==> src/design/mtdm_pkg.sv <==
// ----------------------------------------------------------------------------
// mtdm_pkg: shared types and constants of the multi-tap delay mixer
// Sizes, register indexes, mode codes and the front-to-back command format.
// ----------------------------------------------------------------------------
package mtdm_pkg;

    localparam int CHANNELS    = 2;
    localparam int DELAY_DEPTH = 65536;   // power of two: pointers wrap by truncation
    localparam int SAMPLE_BITS = 24;

    localparam int CH_W      = (CHANNELS > 1) ? $clog2(CHANNELS) : 1;
    localparam int PTR_W     = $clog2(DELAY_DEPTH);
    localparam int ADDR_W    = CH_W + PTR_W;
    localparam int MEM_DEPTH = (1 << CH_W) * DELAY_DEPTH;
    localparam int ACC_W     = SAMPLE_BITS + 2;

    localparam int DELAY_W   = 16;
    localparam int EXT_W     = ((PTR_W > DELAY_W) ? PTR_W : DELAY_W) + 1;

    localparam int CFG_IDX_W = 3;
    localparam int CFG_W     = 16;

    localparam int FIFO_DEPTH = 2;

    localparam logic [CFG_IDX_W-1:0] REG_MODE   = 3'd0;
    localparam logic [CFG_IDX_W-1:0] REG_BYPASS = 3'd1;
    localparam logic [CFG_IDX_W-1:0] REG_TAP1   = 3'd2;
    localparam logic [CFG_IDX_W-1:0] REG_TAP2   = 3'd3;
    localparam logic [CFG_IDX_W-1:0] REG_TAP3   = 3'd4;

    localparam logic [1:0] MODE_PASS = 2'd0;
    localparam logic [1:0] MODE_MIX1 = 2'd1;
    localparam logic [1:0] MODE_MIX3 = 2'd2;

    typedef enum logic [1:0] {
        OP_PASS,
        OP_FEED,
        OP_MIX1,
        OP_MIX3
    } op_t;

    typedef struct packed {
        op_t                          op;
        logic [CH_W-1:0]              ch;
        logic [PTR_W-1:0]             wr_idx;
        logic [2:0][PTR_W-1:0]        tap_idx;
        logic [2:0]                   tap_ok;
        logic [SAMPLE_BITS-1:0]       sample;
    } cmd_t;

    function automatic logic signed [ACC_W-1:0] sext(input logic [SAMPLE_BITS-1:0] v);
        return ACC_W'($signed(v));
    endfunction

endpackage

==> src/design/mtdm_front.sv <==
// ----------------------------------------------------------------------------
// mtdm_front: request intake and classification
// Holds the configuration and per-channel write pointers, turns each request
// into a memory command (tap addresses, write address, operation).
// ----------------------------------------------------------------------------
module mtdm_front
(
    input  logic                             clk,
    input  logic                             rst_n,
    input  logic                             in_valid,
    output logic                             in_ready,
    input  logic                             channel,
    input  logic signed [mtdm_pkg::SAMPLE_BITS-1:0] sample_in,
    input  logic                             cfg_we,
    input  logic [mtdm_pkg::CFG_IDX_W-1:0]   cfg_index,
    input  logic [mtdm_pkg::CFG_W-1:0]       cfg_data,
    output logic                             cmd_valid,
    input  logic                             cmd_ready,
    output mtdm_pkg::cmd_t                   cmd
);
    import mtdm_pkg::*;

    logic [1:0]          mode_reg;
    logic                bypass_reg;
    logic [DELAY_W-1:0]  tap_delay_reg [3];
    logic [PTR_W-1:0]    wp_reg [CHANNELS];
    logic                full_reg [CHANNELS];

    logic                ch_ok;
    logic                feed;
    logic [CH_W-1:0]     ch_idx;
    logic [PTR_W-1:0]    wp;
    logic                full;
    logic                accept;

    always_ff @(posedge clk or negedge rst_n)
    begin
        if (!rst_n)
        begin
            mode_reg   <= MODE_PASS;
            bypass_reg <= 1'b0;
            for (int k = 0; k < 3; k++)
            begin
                tap_delay_reg[k] <= DELAY_W'(1);
            end
        end
        else if (cfg_we)
        begin
            case (cfg_index)
                REG_MODE:   mode_reg         <= cfg_data[1:0];
                REG_BYPASS: bypass_reg       <= cfg_data[0];
                REG_TAP1:   tap_delay_reg[0] <= cfg_data[DELAY_W-1:0];
                REG_TAP2:   tap_delay_reg[1] <= cfg_data[DELAY_W-1:0];
                REG_TAP3:   tap_delay_reg[2] <= cfg_data[DELAY_W-1:0];
                default:    ;
            endcase
        end
    end

    assign ch_ok  = (32'(channel) < CHANNELS);
    assign ch_idx = CH_W'(channel);
    assign wp     = wp_reg[ch_idx];
    assign full   = full_reg[ch_idx];
    assign feed   = ((mode_reg == MODE_MIX1) || (mode_reg == MODE_MIX3)) && ch_ok;

    assign in_ready  = cmd_ready;
    assign cmd_valid = in_valid;
    assign accept    = in_valid && cmd_ready;

    always_comb
    begin
        cmd.ch     = ch_idx;
        cmd.wr_idx = wp;
        cmd.sample = sample_in;
        if (!feed)
            cmd.op = OP_PASS;
        else if (bypass_reg)
            cmd.op = OP_FEED;
        else if (mode_reg == MODE_MIX1)
            cmd.op = OP_MIX1;
        else
            cmd.op = OP_MIX3;
        for (int k = 0; k < 3; k++)
        begin
            // delay wraps modulo the store depth
            cmd.tap_idx[k] = PTR_W'(EXT_W'(wp) - EXT_W'(tap_delay_reg[k]));
            // slot never written yet reads as zero
            cmd.tap_ok[k]  = full || (cmd.tap_idx[k] < wp);
        end
    end

    always_ff @(posedge clk or negedge rst_n)
    begin
        if (!rst_n)
        begin
            for (int c = 0; c < CHANNELS; c++)
            begin
                wp_reg[c]   <= '0;
                full_reg[c] <= 1'b0;
            end
        end
        else if (accept && feed)
        begin
            wp_reg[ch_idx] <= wp + PTR_W'(1);
            if (wp == PTR_W'(DELAY_DEPTH - 1))
                full_reg[ch_idx] <= 1'b1;
        end
    end

endmodule

==> config.mk <==
export PLATFORM = sky130hd
export DESIGN_NAME = mtdm_front
export DESIGN_NICKNAME = d
export VERILOG_FILES = /design/src/design/mtdm_pkg.sv /design/src/design/mtdm_front.sv
export SDC_FILE = /design/constraint.sdc
export NUM_CORES = 1
export LEC_CHECK = 0
export ABC_CLOCK_PERIOD_IN_PS = 11900
export CAP_MARGIN = 15
export CELL_PAD_IN_SITES_DETAIL_PLACEMENT = 0
export CELL_PAD_IN_SITES_GLOBAL_PLACEMENT = 2
export CORE_MARGIN = 2
export CORE_UTILIZATION = 35
export DETAILED_ROUTE_END_ITERATION = 7
export DONT_BUFFER_PORTS = 1
export PLACE_DENSITY_LB_ADDON = 0.25
export SLEW_MARGIN = 20
export SYNTH_ARGS = -nofsm -noshare
export SYNTH_HDL_FRONTEND = slang
export SYNTH_SLANG_ARGS = --single-unit
export TNS_END_PERCENT = 20
==> constraint.sdc <==
create_clock -name clk -period 11.9 [get_ports clk]
set_clock_uncertainty 0.05 [all_clocks]
set_input_delay 2.38 -clock clk [delete_from_list [all_inputs] [get_ports clk]]
set_output_delay 2.38 -clock clk [all_outputs]
set_load 0.005 [all_outputs]
==> results.txt <==
Antenna diodes -> 0
Peak VDD IR -> 0.07208 mV
drt pass-1 iters -> 5
area delta synth->final -> 4.958%
required time worst endpoint -> 9.47 ns
Critical R2R Launch -> wp_reg[1]$_DFFE_PN0P_
WL/cell -> 19.37 um
Critical Path Start Type -> primary input
Final Max Slew Viols -> 0
#FFs+latches synth -> 85
Iter 0 DRT Violations -> 255
Via-to-Cell Ratio -> 5.304
gate count after technology mapping -> 798
Post-route DRC -> 0
Pleak -> 3.543 nW
Overflow after GRT -> 0
setup repair bufs after CTS -> 0
crit path max fanout -> 37
Net Sw Power -> 0.5620 mW
Filler cells -> 2086
CTS clk-pin slew, worst paths -> 0.06 ns
CTS Sinks -> 85
CP Class -> primary input to output port
Final GP Congestion -> 0.8526
relative slew slack -> 0.2991
P_int -> 0.7792 mW
Synth Cell Area -> 7167 sq um
Tmin final -> 9.151 ns
Reg2Reg Setup Slack -> 9.28 ns
Die X -> 147.1 um
area occupied by multi-input gates -> 4482 sq um
fin cells -> 1041
R2R cell count -> 7
most frequently used flop master after synthesis -> dfrtp_1
Hold Path Origin -> full_reg[1]$_DFFE_PN0P_
post-synthesis sequential area ratio -> 0.2973
syn_area_per_cell -> 8.981 sq um
register area -> 2131 sq um
Yosys warning count -> 0
CTS Hold Buffers Added -> 0
power share of the combinational group -> 0.510
die area -> 21640 sq um
switching part of the total -> 0.4190
CTS tree -> yes
Post-CTS Resized -> 0
core area -> 20170 sq um
Longest Clk Path Bufs -> 2
drt total wl -> 20160 um
Final period util -> 0.7690
Fmax -> 109.3 MHz
Reg power frac -> 0.274
Max Cap Viol -> 0
first-pass GRT wire length -> 31850 um
initial antenna violation count -> 0
RSZ-0062 raised after global routing -> false
DR vias -> 5521
GRT Util Overall -> 0.1917
most common cell after layout, fill and taps aside -> ha_1
Syn Nets -> 946
Boundary Pins -> 145
Rows -> 52
layout cells sized above 1 -> 0.07912
number of synthesized flops with an enable pin -> 0
setup tns final -> 0 ns
largest net degree at the start of global routing -> 86
Arr. time, crit path -> 6.72 ns
status -> finished clean
Pwr per Cell Area -> 178.3 nW/um^2
worst min-delay path category -> flip-flop to flip-flop
IO Port Bufs -> 0
Root Driver -> clkbuf_16
Detail Route Antenna Nets -> 0
count of cell types in the netlist -> 59
Hold Crit Depth -> 1
Reg-to-Reg End -> wp_reg[4]$_DFFE_PN0P_
Setup crit end kind -> output port
most frequent cells in the layout -> 96 x ha_1, 83 x nand2_1, 82 x dfrtp_1
Starting Density -> 0.3553
cell count after placement -> 1025
Final Hold Fails -> 0
Num CTS Buffers -> 9
max FFs per register -> 48
clk_lat worst skew -> 0.35 ns
post-DP HPWL -> 16260 um
vias in the first global route -> 5678
final setup vio count -> 0
die span in y -> 147.1 um
H-tree depth reported by CTS -> 3
asr flop ratio synth -> 1.000
clock share of power -> 0.216
Hold Path End -> full_reg[1]$_DFFE_PN0P_
worst slew pin tran -> 1.048 ns
Final Net Count -> 914
[how the worst max path moves through the flow]
stage | from | end
floorplan | channel | cmd[25]
global placement | channel | cmd[24]
detailed placement | channel | cmd[24]
CTS | channel | cmd[24]
global route | channel | cmd[24]
finish | channel | cmd[26]
[critical path, stage by stage]
cell and delay [ns]:
mux2i_1 0.67, inv_1 0.39, ha_1 0.39, nor2b_1 0.14, o31a_1 0.29, o41ai_2 0.43, inv_1 0.13, a22o_1 0.26
a21oi_1 0.37, ha_1 0.33, a21o_1 0.16, a21o_1 0.17, a21oi_1 0.21, o21ai_0 0.10, o21ai_0 0.29
[power by group through the flow]
stage | logic (mW) | clock network (mW) | registers (mW)
3_5_place_dp | 0.683 | 0 | 0.373
6_report | 0.684 | 0.290 | 0.367
2_1_floorplan | 0.510 | 0 | 0.365
3_3_place_gp | 0.668 | 0 | 0.371
5_1_grt | 0.775 | 0.312 | 0.374
4_1_cts | 0.689 | 0.299 | 0.367
[synth_stat cells, types with 4 or more instances]
master / number / area share
o21bai_1: 5 / 0.0052
mux2i_1: 10 / 0.014
nand4_1: 9 / 0.0079
nand2b_1: 7 / 0.0061
buf_4: 27 / 0.028
nand3_1: 9 / 0.0063
clkbuf_1: 14 / 0.0073
xor2_1: 7 / 0.0086
and2_1: 4 / 0.0035
o21ai_1: 14 / 0.0098
xnor2_1: 45 / 0.055
a21o_1: 28 / 0.029
o31a_1: 5 / 0.0061
nand2_1: 84 / 0.044
dfrtp_1: 82 / 0.29
nor3_1: 5 / 0.0035
mux2_2: 24 / 0.038
o21a_1: 13 / 0.014
inv_1: 70 / 0.037
ha_1: 96 / 0.17
nor2_1: 32 / 0.017
nor2b_1: 14 / 0.012
o21ai_0: 77 / 0.054
a21oi_1: 50 / 0.035
o2111ai_1: 4 / 0.0049
[per-layer routing]
metal / global-route usage / vias up / share of wire
li1: - / 2703 / -
met1: 0.2468 / 2644 / 0.45
met2: 0.3007 / 130 / 0.45
met3: 0.06304 / 44 / 0.077
met4: 0.07115 / 0 / 0.027
met5: 0 / - / 0
[per-stage QoR]
step	hold slack, ns	worst slack (ns)	power (mW)	instance area, sq um	utilization
6_report	0.4315	2.749	1.341	7522	0.3730
5_1_grt	0.4493	2.475	1.461	7522	0.3730
4_1_cts	0.4315	2.772	1.355	7518	0.3728
3_5_place_dp	0.4124	2.775	1.056	7224	0.3582
3_3_place_gp	0.4117	2.916	1.039	7224	0.3582
2_1_floorplan	0.3925	3.491	0.8748	7167	-
[cell families after synthesis]
group,count (synthesis),share of synthesized area
compound gates,228,0.1992
buf+inv,115,0.07891
mux,36,0.05796
fa+ha+maj,99,0.1760
xor+xnor,53,0.06582
flops,85,0.2973
simple gates,182,0.1248
[cell type report]
class	instances	area share
Multi-Input combinational cell	598	0.5958
Clock inverter	4	0.006321
Sequential cell	85	0.2833
Tap cell	270	0.04491
Clock buffer	12	0.03277
Inverter	70	0.03493
Timing Repair Buffer	2	0.001996
(Power assumes the default switching activity.)
